`src/hw/rtl/assert_macros.svh`:
```
// Assertion macros for the bencode tokenizer RTL.
`ifndef ASSERT_MACROS_SVH
`define ASSERT_MACROS_SVH
`ifndef SYNTHESIS
`define ASSERT_CLK(lbl, clk, rst_n, prop) \
  lbl: assert property (@(posedge clk) disable iff (!rst_n) prop) \
    else $error("assertion failed");
`define ASSERT_NEVER(lbl, clk, rst_n, expr) \
  lbl: assert property (@(posedge clk) disable iff (!rst_n) !(expr)) \
    else $error("forbidden condition seen");
`else
`define ASSERT_CLK(lbl, clk, rst_n, prop)
`define ASSERT_NEVER(lbl, clk, rst_n, expr)
`endif
`endif

```
`src/hw/rtl/btok_pkg.sv`:
```
// Types and constants shared by the bencode tokenizer modules.
`default_nettype none
package btok_pkg;

  typedef struct packed {
    logic [7:0] in_byte;
    logic       in_last;
  } in_word_t;

  typedef struct packed {
    logic [2:0]         event_kind;
    logic signed [63:0] int_value;
    logic [30:0]        str_length;
    logic [7:0]         str_byte;
    logic               str_end;
    logic               is_key;
    logic [5:0]         nest_depth;
    logic [2:0]         error_code;
    logic               buffer_done;
    logic               parse_ok;
  } out_word_t;

  // classified byte passed from front to back
  typedef struct packed {
    logic [7:0] byte_val;
    logic       last;
    logic       is_dig;
    logic [3:0] dval;
    logic       is_ws;
  } item_t;

  typedef enum logic [7:0] {
    M_TOP       = 8'b0000_0001,
    M_ITEM      = 8'b0000_0010,
    M_INT_START = 8'b0000_0100,
    M_INT_DIG   = 8'b0000_1000,
    M_LEN       = 8'b0001_0000,
    M_STR       = 8'b0010_0000,
    M_DONE      = 8'b0100_0000,
    M_ERR       = 8'b1000_0000
  } mode_t;

  localparam logic [7:0] CH_D     = 8'h64;
  localparam logic [7:0] CH_L     = 8'h6c;
  localparam logic [7:0] CH_I     = 8'h69;
  localparam logic [7:0] CH_E     = 8'h65;
  localparam logic [7:0] CH_COLON = 8'h3a;
  localparam logic [7:0] CH_MINUS = 8'h2d;
  localparam logic [7:0] CH_PLUS  = 8'h2b;

  localparam logic [2:0] EV_NONE  = 3'd0;
  localparam logic [2:0] EV_DICT  = 3'd1;
  localparam logic [2:0] EV_LIST  = 3'd2;
  localparam logic [2:0] EV_INT   = 3'd3;
  localparam logic [2:0] EV_STR   = 3'd4;
  localparam logic [2:0] EV_BYTE  = 3'd5;
  localparam logic [2:0] EV_CLOSE = 3'd6;
  localparam logic [2:0] EV_ERR   = 3'd7;

  localparam logic [2:0] ERR_NONE    = 3'd0;
  localparam logic [2:0] ERR_VALUE   = 3'd1;
  localparam logic [2:0] ERR_KEY     = 3'd2;
  localparam logic [2:0] ERR_INT     = 3'd3;
  localparam logic [2:0] ERR_LEN     = 3'd4;
  localparam logic [2:0] ERR_DEEP    = 3'd5;
  localparam logic [2:0] ERR_TRUNC   = 3'd6;
  localparam logic [2:0] ERR_TOP     = 3'd7;

  // stack entry: bit 0 dictionary, bit 1 value due
  localparam int ENT_DICT  = 0;
  localparam int ENT_VALUE = 1;

  // floor(limit / 10) is the same for both signs; remainders differ
  localparam logic [63:0] INT_QUOT  = 64'd922337203685477580;
  localparam logic [3:0]  REM_POS   = 4'd7;
  localparam logic [3:0]  REM_NEG   = 4'd8;
  localparam logic [63:0] LEN_MAX   = 64'h0000_0000_7fff_ffff;

endpackage
`default_nettype wire

```
`src/hw/rtl/bencode_stream_tokenizer.sv`:
```
// Top level of the bencode stream tokenizer.
`default_nettype none
`include "assert_macros.svh"
// Bencode tokenizer: push one buffer byte per cycle with in_last on the final
// byte; one event word comes out per byte, in order. Sustained rate is one
// byte per clock while the result queue is drained, set by the parser
// section, which updates its state, the register holding the open container
// on top, and the stack RAM (read data prefetched for the parent entry)
// together. Each byte is held in the input queue, then its result word is
// written into the result queue. Each queue holds two words; input stalls
// only when the result side is not drained. The stack RAM holds MAX_DEPTH
// two-bit entries and needs no clearing pass.
module bencode_stream_tokenizer #(
  parameter int MAX_DEPTH = 32
) (
  input  wire logic                  clk,
  input  wire logic                  rst_n,
  input  wire logic                  in_push,
  input  wire btok_pkg::in_word_t    in_data,
  output logic                       in_full,
  output btok_pkg::out_word_t        out_data,
  output logic                       out_empty,
  input  wire logic                  out_pop
);
  import btok_pkg::*;

  item_t     cls_item, q_item;
  out_word_t res;
  logic      q_empty, res_full, fire;
  logic [$bits(item_t)-1:0]     q_raw;
  logic [$bits(out_word_t)-1:0] o_raw;
  logic      out_is_err, out_has_code, out_is_str, out_ok_early;

  btok_front u_front (
    .in_word(in_data),
    .item   (cls_item)
  );

  btok_fifo #(.WIDTH($bits(item_t))) u_in_q (
    .clk  (clk),
    .rst_n(rst_n),
    .push (in_push),
    .wdata(cls_item),
    .full (in_full),
    .pop  (fire),
    .rdata(q_raw),
    .empty(q_empty)
  );

  assign q_item = item_t'(q_raw);
  assign fire   = !q_empty && !res_full;

  btok_back #(.MAX_DEPTH(MAX_DEPTH)) u_back (
    .clk  (clk),
    .rst_n(rst_n),
    .fire (fire),
    .item (q_item),
    .res  (res)
  );

  btok_fifo #(.WIDTH($bits(out_word_t))) u_out_q (
    .clk  (clk),
    .rst_n(rst_n),
    .push (fire),
    .wdata(res),
    .full (res_full),
    .pop  (out_pop),
    .rdata(o_raw),
    .empty(out_empty)
  );

  assign out_data = out_word_t'(o_raw);

  assign out_is_err   = (out_data.event_kind == EV_ERR);
  assign out_has_code = (out_data.error_code != ERR_NONE);
  assign out_is_str   = (out_data.event_kind inside {EV_STR, EV_BYTE});
  assign out_ok_early = out_data.parse_ok && !out_data.buffer_done;

  `ASSERT_NEVER(a_ok_needs_done, clk, rst_n, !out_empty && out_ok_early)
  `ASSERT_NEVER(a_err_code, clk, rst_n, !out_empty && (out_is_err != out_has_code))
  `ASSERT_NEVER(a_end_on_str, clk, rst_n, !out_empty && out_data.str_end && !out_is_str)
  `ASSERT_NEVER(a_depth_max, clk, rst_n, !out_empty && (int'(out_data.nest_depth) > MAX_DEPTH))
endmodule
`default_nettype wire

```
`src/hw/rtl/btok_ram.sv`:
```
// Generic single-write, single-read RAM with registered read data.
`default_nettype none
module btok_ram #(
  parameter int WIDTH = 2,
  parameter int DEPTH = 32,
  localparam int AW = (DEPTH > 1) ? $clog2(DEPTH) : 1
) (
  input  wire logic             clk,
  input  wire logic             we,
  input  wire logic [AW-1:0]    waddr,
  input  wire logic [WIDTH-1:0] wdata,
  input  wire logic [AW-1:0]    raddr,
  output logic      [WIDTH-1:0] rdata
);
  logic [WIDTH-1:0] mem [DEPTH];

  always_ff @(posedge clk) begin
    if (we) begin
      mem[waddr] <= wdata;
    end
    rdata <= mem[raddr];
  end
endmodule
`default_nettype wire

```
`src/hw/rtl/btok_fifo.sv`:
```
// Two-entry word queue used before and after the parser section.
`default_nettype none
module btok_fifo #(
  parameter int WIDTH = 8
) (
  input  wire logic             clk,
  input  wire logic             rst_n,
  input  wire logic             push,
  input  wire logic [WIDTH-1:0] wdata,
  output logic                  full,
  input  wire logic             pop,
  output logic      [WIDTH-1:0] rdata,
  output logic                  empty
);
  logic [WIDTH-1:0] store_r [2];
  logic       wp_r, wp_nxt, rp_r, rp_nxt;
  logic [1:0] cnt_r, cnt_nxt;
  logic       do_push, do_pop;

  assign full    = (cnt_r == 2'd2);
  assign empty   = (cnt_r == 2'd0);
  assign rdata   = store_r[rp_r];
  assign do_push = push && !full;
  assign do_pop  = pop && !empty;

  always_comb begin
    wp_nxt  = wp_r ^ do_push;
    rp_nxt  = rp_r ^ do_pop;
    cnt_nxt = cnt_r + {1'b0, do_push} - {1'b0, do_pop};
  end

  always_ff @(posedge clk) begin
    if (!rst_n) begin
      wp_r  <= 1'b0;
      rp_r  <= 1'b0;
      cnt_r <= 2'd0;
    end else begin
      wp_r  <= wp_nxt;
      rp_r  <= rp_nxt;
      cnt_r <= cnt_nxt;
    end
    if (do_push) begin
      store_r[wp_r] <= wdata;
    end
  end
endmodule
`default_nettype wire

```
`src/hw/rtl/btok_front.sv`:
```
// Front section: classifies each incoming byte for the parser.
`default_nettype none
module btok_front (
  input  wire btok_pkg::in_word_t in_word,
  output btok_pkg::item_t         item
);
  import btok_pkg::*;

  always_comb begin
    item.byte_val = in_word.in_byte;
    item.last     = in_word.in_last;
    item.is_dig   = (in_word.in_byte >= 8'h30) && (in_word.in_byte <= 8'h39);
    item.dval     = in_word.in_byte[3:0];
    // space, or tab through carriage return
    item.is_ws    = (in_word.in_byte == 8'h20) ||
                    ((in_word.in_byte >= 8'h09) && (in_word.in_byte <= 8'h0d));
  end
endmodule
`default_nettype wire

```
`src/hw/rtl/btok_back.sv`:
```
// Back section: parser state, container stack and event generation.
`default_nettype none
module btok_back #(
  parameter int MAX_DEPTH = 32,
  localparam int DW = $clog2(MAX_DEPTH + 1),
  localparam int AW = (MAX_DEPTH > 1) ? $clog2(MAX_DEPTH) : 1
) (
  input  wire logic                clk,
  input  wire logic                rst_n,
  input  wire logic                fire,
  input  wire btok_pkg::item_t     item,
  output btok_pkg::out_word_t      res
);
  import btok_pkg::*;

  mode_t        mode_r, mode_nxt;
  logic [DW-1:0] depth_r, depth_nxt;
  logic [1:0]   top_r, top_nxt;
  logic [63:0]  acc_r, acc_nxt;
  logic         neg_r, neg_nxt, seen_r, seen_nxt, sticky_r, sticky_nxt;
  logic [30:0]  rem_r, rem_nxt;
  logic         byp_r;
  logic [1:0]   bypd_r;

  logic          we;
  logic [AW-1:0] waddr, raddr;
  logic [1:0]    rdata, below;
  logic          top_key;
  logic [63:0]   acc10, thr;
  logic [3:0]    rem_lim;
  logic [DW-1:0] dsub;

  btok_ram #(.WIDTH(2), .DEPTH(MAX_DEPTH)) u_stack (
    .clk  (clk),
    .we   (we),
    .waddr(waddr),
    .wdata(top_r),
    .raddr(raddr),
    .rdata(rdata)
  );

  assign below   = byp_r ? bypd_r : rdata;
  assign top_key = (depth_r != '0) && top_r[ENT_DICT] && !top_r[ENT_VALUE];
  assign acc10   = (acc_r << 3) + (acc_r << 1);
  assign rem_lim = neg_r ? REM_NEG : REM_POS;
  assign thr     = INT_QUOT - {63'd0, (item.dval > rem_lim)};

  always_comb begin
    mode_nxt   = mode_r;
    depth_nxt  = depth_r;
    top_nxt    = top_r;
    acc_nxt    = acc_r;
    neg_nxt    = neg_r;
    seen_nxt   = seen_r;
    rem_nxt    = rem_r;
    sticky_nxt = sticky_r;
    we         = 1'b0;
    dsub       = depth_r - DW'(1);
    waddr      = dsub[AW-1:0];
    res        = '0;

    unique case (mode_r) inside
      M_TOP: begin
        if (item.byte_val == CH_D) begin
          top_nxt        = 2'b01;
          depth_nxt      = depth_r + DW'(1);
          res.event_kind = EV_DICT;
          mode_nxt       = M_ITEM;
        end else begin
          res.event_kind = EV_ERR;
          res.error_code = ERR_TOP;
          mode_nxt       = M_ERR;
          sticky_nxt     = 1'b1;
        end
      end
      M_ITEM: begin
        if (item.byte_val == CH_E) begin
          if (depth_r != '0 && top_r[ENT_DICT] && top_r[ENT_VALUE]) begin
            res.event_kind = EV_ERR;
            res.error_code = ERR_VALUE;
            mode_nxt       = M_ERR;
            sticky_nxt     = 1'b1;
          end else begin
            if (depth_r != '0) begin
              depth_nxt = depth_r - DW'(1);
            end
            res.event_kind = EV_CLOSE;
            if (depth_nxt == '0) begin
              mode_nxt = M_DONE;
            end else begin
              // parent becomes top; its value just finished
              top_nxt  = below;
              if (below[ENT_DICT]) begin
                top_nxt[ENT_VALUE] = ~below[ENT_VALUE];
              end
              mode_nxt = M_ITEM;
            end
          end
        end else if (top_key) begin
          if (item.is_dig) begin
            acc_nxt  = {60'd0, item.dval};
            mode_nxt = M_LEN;
          end else begin
            res.event_kind = EV_ERR;
            res.error_code = ERR_KEY;
            mode_nxt       = M_ERR;
            sticky_nxt     = 1'b1;
          end
        end else if (item.byte_val == CH_D || item.byte_val == CH_L) begin
          if (depth_r >= DW'(MAX_DEPTH)) begin
            res.event_kind = EV_ERR;
            res.error_code = ERR_DEEP;
            mode_nxt       = M_ERR;
            sticky_nxt     = 1'b1;
          end else begin
            we             = (depth_r != '0);
            top_nxt        = {1'b0, item.byte_val == CH_D};
            depth_nxt      = depth_r + DW'(1);
            res.event_kind = (item.byte_val == CH_D) ? EV_DICT : EV_LIST;
            mode_nxt       = M_ITEM;
          end
        end else if (item.byte_val == CH_I) begin
          acc_nxt  = '0;
          neg_nxt  = 1'b0;
          seen_nxt = 1'b0;
          mode_nxt = M_INT_START;
        end else if (item.is_dig) begin
          acc_nxt  = {60'd0, item.dval};
          mode_nxt = M_LEN;
        end else begin
          res.event_kind = EV_ERR;
          res.error_code = ERR_VALUE;
          mode_nxt       = M_ERR;
          sticky_nxt     = 1'b1;
        end
      end
      M_INT_START, M_INT_DIG: begin
        if (mode_r == M_INT_START && item.is_ws) begin
          mode_nxt = mode_r;
        end else if (mode_r == M_INT_START &&
                     (item.byte_val == CH_MINUS || item.byte_val == CH_PLUS)) begin
          neg_nxt  = (item.byte_val == CH_MINUS);
          mode_nxt = M_INT_DIG;
        end else if (item.is_dig) begin
          if (acc_r > thr) begin
            res.event_kind = EV_ERR;
            res.error_code = ERR_INT;
            mode_nxt       = M_ERR;
            sticky_nxt     = 1'b1;
          end else begin
            acc_nxt  = acc10 + {60'd0, item.dval};
            seen_nxt = 1'b1;
            mode_nxt = M_INT_DIG;
          end
        end else if (item.byte_val == CH_E && (mode_r == M_INT_START || seen_r)) begin
          res.event_kind = EV_INT;
          res.int_value  = neg_r ? -acc_r : acc_r;
          if (depth_r != '0 && top_r[ENT_DICT]) begin
            top_nxt[ENT_VALUE] = ~top_r[ENT_VALUE];
          end
          mode_nxt = M_ITEM;
        end else begin
          res.event_kind = EV_ERR;
          res.error_code = ERR_INT;
          mode_nxt       = M_ERR;
          sticky_nxt     = 1'b1;
        end
      end
      M_LEN: begin
        if (item.is_dig) begin
          acc_nxt = acc10 + {60'd0, item.dval};
          if (acc_nxt > LEN_MAX) begin
            res.event_kind = EV_ERR;
            res.error_code = ERR_LEN;
            mode_nxt       = M_ERR;
            sticky_nxt     = 1'b1;
          end
        end else if (item.byte_val == CH_COLON) begin
          res.event_kind = EV_STR;
          res.str_length = acc_r[30:0];
          res.is_key     = top_key;
          rem_nxt        = acc_r[30:0];
          acc_nxt        = '0;
          if (acc_r[30:0] == '0) begin
            res.str_end = 1'b1;
            if (depth_r != '0 && top_r[ENT_DICT]) begin
              top_nxt[ENT_VALUE] = ~top_r[ENT_VALUE];
            end
            mode_nxt = M_ITEM;
          end else begin
            mode_nxt = M_STR;
          end
        end else begin
          res.event_kind = EV_ERR;
          res.error_code = ERR_LEN;
          mode_nxt       = M_ERR;
          sticky_nxt     = 1'b1;
        end
      end
      M_STR: begin
        res.event_kind = EV_BYTE;
        res.str_byte   = item.byte_val;
        res.is_key     = top_key;
        if (rem_r != '0) begin
          rem_nxt = rem_r - 31'd1;
        end
        if (rem_nxt == '0) begin
          res.str_end = 1'b1;
          if (depth_r != '0 && top_r[ENT_DICT]) begin
            top_nxt[ENT_VALUE] = ~top_r[ENT_VALUE];
          end
          mode_nxt = M_ITEM;
        end
      end
      M_DONE, M_ERR: begin
        mode_nxt = mode_r;
      end
      default: begin
        mode_nxt = M_ERR;
      end
    endcase

    res.nest_depth = 6'(depth_nxt);

    if (item.last) begin
      res.buffer_done = 1'b1;
      if (mode_nxt != M_DONE && mode_nxt != M_ERR) begin
        res.int_value  = '0;
        res.str_length = '0;
        res.str_byte   = '0;
        res.str_end    = 1'b0;
        res.is_key     = 1'b0;
        res.event_kind = EV_ERR;
        res.error_code = ERR_TRUNC;
        mode_nxt       = M_ERR;
        sticky_nxt     = 1'b1;
      end
      res.parse_ok = (mode_nxt == M_DONE) && !sticky_nxt;
      // buffer finished: back to reset state
      mode_nxt   = M_TOP;
      depth_nxt  = '0;
      acc_nxt    = '0;
      neg_nxt    = 1'b0;
      seen_nxt   = 1'b0;
      rem_nxt    = '0;
      sticky_nxt = 1'b0;
    end

    if (!fire) begin
      we = 1'b0;
    end
  end

  // read the entry just under the next top so it is ready for a close
  always_comb begin
    logic [DW-1:0] dn, ra;
    dn = fire ? depth_nxt : depth_r;
    ra = dn - DW'(2);
    raddr = ra[AW-1:0];
  end

  always_ff @(posedge clk) begin
    if (!rst_n) begin
      mode_r   <= M_TOP;
      depth_r  <= '0;
      acc_r    <= '0;
      neg_r    <= 1'b0;
      seen_r   <= 1'b0;
      rem_r    <= '0;
      sticky_r <= 1'b0;
      byp_r    <= 1'b0;
    end else begin
      if (fire) begin
        mode_r   <= mode_nxt;
        depth_r  <= depth_nxt;
        acc_r    <= acc_nxt;
        neg_r    <= neg_nxt;
        seen_r   <= seen_nxt;
        rem_r    <= rem_nxt;
        sticky_r <= sticky_nxt;
      end
      byp_r <= we && (waddr == raddr);
    end
    if (fire) begin
      top_r <= top_nxt;
    end
    bypd_r <= top_r;
  end
endmodule
`default_nettype wire
```
`config.mk`:
```
export PLATFORM = sky130hd
export DESIGN_NAME = bencode_stream_tokenizer
export DESIGN_NICKNAME = d
export VERILOG_FILES = /design/src/hw/rtl/btok_pkg.sv /design/src/hw/rtl/bencode_stream_tokenizer.sv /design/src/hw/rtl/btok_ram.sv /design/src/hw/rtl/btok_fifo.sv /design/src/hw/rtl/btok_front.sv /design/src/hw/rtl/btok_back.sv
export VERILOG_INCLUDE_DIRS = /design/src /design/src/hw/rtl
export SDC_FILE = /design/constraint.sdc
export NUM_CORES = 1
export LEC_CHECK = 0
export BUFFER_PORTS_ARGS = -buffer_cell sky130_fd_sc_hd__buf_4
export CAP_MARGIN = 20
export CORE_ASPECT_RATIO = 0.9
export CORE_MARGIN = 2
export CORE_UTILIZATION = 67
export CTS_CLUSTER_DIAMETER = 30
export DETAILED_ROUTE_END_ITERATION = 6
export PLACE_DENSITY_LB_ADDON = 0.15
export SLEW_MARGIN = 20
export SYNTH_ARGS = -nofsm -noshare
export SYNTH_HDL_FRONTEND = slang
export SYNTH_HIERARCHICAL = 1
export SYNTH_SLANG_ARGS = --single-unit
export TNS_END_PERCENT = 10
```
`constraint.sdc`:
```
create_clock -name clk -period 10.9 [get_ports clk]
set_clock_uncertainty 0.1 [all_clocks]
set_input_delay 0.545 -clock clk [delete_from_list [all_inputs] [get_ports clk]]
set_output_delay 0.545 -clock clk [all_outputs]
set_load 0.01 [all_outputs]
```
== After elaboration in Yosys (flattened, before gate mapping) ==
Memories as Yosys holds them, arrays and structs flattened. A register that Yosys moved wholly into a read port is not among the register bits.
Index checks and enable logic that the tools add are counted.

* Add/sub/neg operators: 12
* Magnitude comparators: 8
* Eq/ne operators: 49
* Multiplexer cells: 177
* Bitwise gates (word level): 6
* Reductions and logical operators: 46

{| class="wikitable"
|+ Operator list
! operator !! number
|-
| two-way mux 64 bit || 16
|-
| two-way mux 31 bit || 8
|-
| two-way mux 108 bit || 2
|-
| case mux 64 bit (3 select lines) || 1
|-
| two-way mux 8 bit || 21
|-
| two-way mux 67 bit || 2
|-
| two-way mux 6 bit || 13
|-
| two-way mux 3 bit || 25
|-
| adder 64 x 4 -> 64 bit || 1
|-
| adder 64 bit || 1
|-
| greater-than comparator 64 x 31 -> 1 bit, second input constant || 1
|-
| greater-than comparator 64 bit || 1
|-
| negator 64 bit || 1
|-
| zero test 31 bit || 2
|-
| case mux 31 bit (2 select lines) || 1
|-
| subtractor 60 x 1 -> 61 bit, first input constant || 1
|-
| two-way mux 1 bit || 60
|-
| equality test 8 x 7 -> 1 bit, second input constant || 6
|-
| case mux 8 bit (6 select lines) || 1
|-
| != test 3 bit, second input constant || 15
|-
| equality test 8 x 6 -> 1 bit, second input constant || 5
|-
| nonzero test 31 bit || 1
|-
| subtractor 31 x 1 -> 31 bit, second input constant || 1
|-
| two-way mux 2 bit || 15
|-
| 54 further kinds || 97
|}

* Flip-flop bits (word level): 125
* RAM bits: 332
* Bits of input ports: 13
* Memories: 3

{| class="wikitable"
|+ Memory list
! memory !! depth !! width !! rd ports !! clocked after Yosys merged registers in !! wr ports !! RTL line !! text
|-
| u_out_q.store_r || 2 || 119 || 1 || 1 || 1 || btok_fifo.sv:15 || <nowiki>logic [WIDTH-1:0] store_r [2];</nowiki>
|-
| u_back.u_stack.mem || 32 || 2 || 1 || 1 || 1 || btok_ram.sv:15 || <nowiki>logic [WIDTH-1:0] mem [DEPTH];</nowiki>
|-
| u_in_q.store_r || 2 || 15 || 1 || 1 || 1 || btok_fifo.sv:15 ||
|}

== Longest topological paths before layout ==
* Depth after elaboration: 18
* Depth in mapped cells: 25
* Depth with buffers taken out: 22

== Hierarchy ==
Netlist, hierarchy kept.

{| class="wikitable"
|+ Modules (own cells, without submodules)
! module !! instances !! cells each !! area an instance (sq um)
|-
| btok_back || 1 || 1,988 || 14,118.5
|-
| btok_fifo (u_out_q) || 1 || 395 || 8,921.1
|-
| btok_ram || 1 || 184 || 2,783.9
|-
| btok_fifo (u_in_q) || 1 || 72 || 1,390.1
|-
| btok_front || 1 || 23 || 172.7
|-
| bencode_stream_tokenizer || 1 || 1 || 3.8
|}

== Worst setup path after synthesis ==
OpenSTA, ideal clock, no wires.

* Kind: register to register
* Start point: reg (tool-made name)
* End point: mem u_out_q/store_r[0][100] in the netlist's numbering (data pin)
* Setup time: 274 ps
* Arrival: 5,199 ps
* Slack: 5,327 ps
* Stages on the path, launching flop included: 22
* Path buffers: 4
* Cells stage by stage: dfxtp_1 buf_4 buf_6 mux2_4 inv_1 fa_1 inv_1 fa_1 a211oi_1 o21ai_0 a21oi_1 a211oi_1 o21ai_0 nand2_1 mux2_2 or4_1 nor4_1 nand4_1 a21oi_1 clkbuf_1 buf_1 nor3_1

{| class="wikitable"
|+ RTL lines
! what !! RTL line
|-
| to (decl) || btok_fifo.sv:15
|}

==> results.md <==
- Root Buffer: clkbuf_16
- Setup repair bufs after CTS: 0
- Worst R2R End: u_out_q/store_r[1][103]$_DFFE_PP_
- Most frequent cells in the layout: 334 x edfxtp_1, 198 x nand2_1, 176 x o21ai_0, 172 x nor2_1, 158 x buf_4
- Ys async rst share: 0%
- Share of layout cells above drive strength 1: 17.3%
- Initial Utilization: 67.7%
- Max Freq: 125 MHz
- Layout area overhead: 15.6%
- Pins Over Slew Limit: 0
- Setup TNS Final: 0 ns
- Setup-failing EPs final: 0
- Clock slew seen by the registers of the worst setup and hold paths: 0.05 ns
- Hold path startpoint: in_data[0]
- TritonCTS clock tree: yes
- Crit end category: register
- Yosys cell types: 91
- Slew Limit Headroom: 23.8%
- Placement Cell Area: about 28,000 um2
- Status: finished, final reports clean
- CP Cell Sequence: mux2_4 -> inv_1 -> fa_1 -> inv_1 -> fa_1 -> a211oi_1 -> o21ai_0 -> a21oi_1 -> a211oi_1 -> o21ai_0 -> nand2_1 -> mux2_2 -> or4_1 -> nor4_1 -> nand4_1 -> a21oi_4 -> buf_4 -> nor3_1
- Post-synth EDFFs: 334
- CP Capture Point: u_out_q/store_r[1][103]$_DFFE_PP_
- Vias: 22,488
- Post-CTS Resized: 0
- First-pass GRT wire length: between 100,000 and 150,000 um
- Most common cell after layout, fill and taps aside: edfxtp_1
- Final Wtd Congestion: approximately 1
- Mapped Area: between 20,000 and 30,000 um2
- Layout Cells excl Fill: ~3,400
- Tcrit/Tclk final: around three quarters
- Fillers: 2,596
- CP top delay family: compound AO/OA/AOI/OAI gates
- Kind of critical path: register to register
- PD cells: 219 nW/um2
- Levels on crit path: 18
- Antenna violations before repair: 1
- Max-cap check violation count: 0
- RSZ-0062 raised after global routing: false
- Synth warn: 6
- Crit-path max FO: 38
- Endpoints failing hold: 0
- Hold WC Path Type: primary input to register
- GR Overflow Total: 0
- Core footprint: 40,500 um2
- Critical path's largest stage delay: 1.04 ns
- Crit-path slowest cell: a21oi_4
- Via density: 6.68
- Total CTS buffers: 90
- Drt wl/cell: approximately 24 um
- R2r setup slk: a little under 3 ns
- Clock tree buffer depth: 3
- Syn Area/Cell: 10.3 um2
- Clock latency on the worst-skew pair: 0.63 ns
- Sequential share of the synthesized area: 45.9%
- Die ar.: between 40,000 and 50,000 um2
- Die Ht: 196 um
- Antenna violation net count after detailed routing: 0
- GRT Overall Usage: 37.1%
- Largest net degree at the start of global routing: around 80
- Drt drc: 0
- Gate Count Post-Synth: 2,663
- Ant diodes: 0
- H-tree depth: 3
- Hold_buf cts: 0
- Cells after DPL: 3,195
- Syn_nets: 2,821
- Vias in the first global route: 22,113
- Iter 0 DRT Violations: 2,919
- Seq cells post-synth: 461
- Final instance area: 31,700 um2
- TritonRoute pass-1 iters: 5
- Critical Path RT: 11.14 ns
- Minimum clock period: 7.98 ns
- Data arrival time of the worst path: just over 8 ns
- Nets: slightly below 3,000
- Ys flop type: edfxtp_1
- Buffers and inverters on the worst path: 3
- Actual slew at the worst max-slew pin: 1.14 ns
- Chip Width: about 220 um
- DP Wirelength: roughly 52,000 um
- R2R depth: 18
- Detailed Route WL: 79,400 um
- I/O Buffers: 133
- Rows: 70
- IO Pins: 134
- Static Leak: 11.9 nW
- Crit start category: register
- Maximum vdd drop: 0.000408 V
- Total clock sinks: 461
worst min path at each step:
| stage | slack, ns | cells past startpoint | endpoint |
|---|---|---|---|
| 2_1_floorplan | 0.34 | 2 | u_back/sticky_r$_SDFFE_PN0P_ |
| 3_3_place_gp | 0.36 | 2 | register |
| 3_5_place_dp | 0.37 | 2 | u_back/sticky_r$_SDFFE_PN0P_ |
| 4_1_cts | 0.001 | 1 | u_in_q/store_r[0][6]$_DFFE_PP_ |
| 5_1_grt | 0.009 | 1 | u_in_q/store_r[0][6]$_DFFE_PP_ |
| 6_report | 0.03 | 1 | u_in_q/store_r[0][6]$_DFFE_PP_ |
cells by family (layout without fill, tap and decap cells):
group                    after synthesis  after routing  share of synthesized area [%]
multiplexers                         181            181                           7.38
AO/OA/AOI/OAI                        604            604                           13.9
AND/OR/NAND/NOR                      905            905                           17.4
flip-flops                           461            461                           45.9
adder cells (fa/ha/maj)              145            145                           6.68
XOR/XNOR                             151            151                           4.93
buffers and inverters                216            378                           3.83
Yosys cell counts, types with 16 or more instances:
library cell	count	area (um2)
edfxtp_1	334	10000
nand2_1	198	743
o21ai_0	178	891
nor2_1	172	646
a21oi_1	145	726
ha_1	143	1790
dfxtp_1	127	2540
mux2_2	127	1430
clkbuf_1	119	447
nor3_1	114	571
nor2b_1	100	626
xor2_1	96	841
a22oi_1	93	698
and2_1	58	363
xnor2_1	53	464
inv_1	50	188
mux2i_1	44	440
nand4_1	41	257
nand3_1	39	195
nor4_1	34	213
or3_1	32	200
o31ai_1	25	188
and3_1	17	106
a21o_1	16	120
a31oi_1	16	100
through the flow:
stage | power (W) | utilization (%) | hold WS, ns | worst slack (ns)
floorplan | 0.00340 | - | 0.343 | 5.33
global placement | 0.00402 | 70.3 | 0.356 | 3.42
detailed placement | 0.00407 | 70.3 | 0.367 | 3.09
CTS | 0.00695 | 78.1 | 0.00138 | 3.06
global route | 0.00717 | 78.2 | 0.00855 | 2.50
finish | 0.00694 | 78.2 | 0.0252 | 2.92
state kept, by name, indices dropped and copies added, names as in the netlist, 6 cells and up, named ones only:
| name | flops |
|---|---|
| u_back/u_stack/mem | 64 |
| u_back/depth_r | 6 |
| u_back/mode_r | 8 |
| u_in_q/store_r | 30 |
| u_back/rem_r | 31 |
| u_out_q/store_r | 238 |
| u_back/acc_r | 64 |
worst reg2reg max path, delay by kind of cell, from the launching register on:
family / cells / cell delay, ns
AOI/OAI and AO/OA: 6 / 2.55
adders and majority gates: 2 / 1.01
buffers and inverters: 3 / 0.69
DFF: 1 / 0.90
muxes: 2 / 0.69
and+or+nand+nor: 5 / 1.77
layer usage:
metal	up-vias	part of all wire (%)	GRT usage, %
met5	-	0	0
li1	10168	-	-
met3	240	8.8	7.18
met2	1314	47	59.4
met1	10766	40	49.8
met4	0	3.7	15.0
where the power goes:
part	switching, W	internal [W]	leakage (nW)
sequential	0.000127	0.00228	4.12
combinational	0.000976	0.000710	6.23
clock	0.000955	0.00189	1.54
cell type report:
type                    instances  area (um2)  share of cell area [%]
inverters                      50         188                   0.593
multi-input cells            1986       13800                    43.7
clock inverters                61         808                    2.55
clock buffers                 107        2350                    7.41
well taps                     540         676                    2.13
repair buffers                160        1220                    3.84
flip-flops and latches        461       12600                    39.7
(Power assumes the default switching activity.)
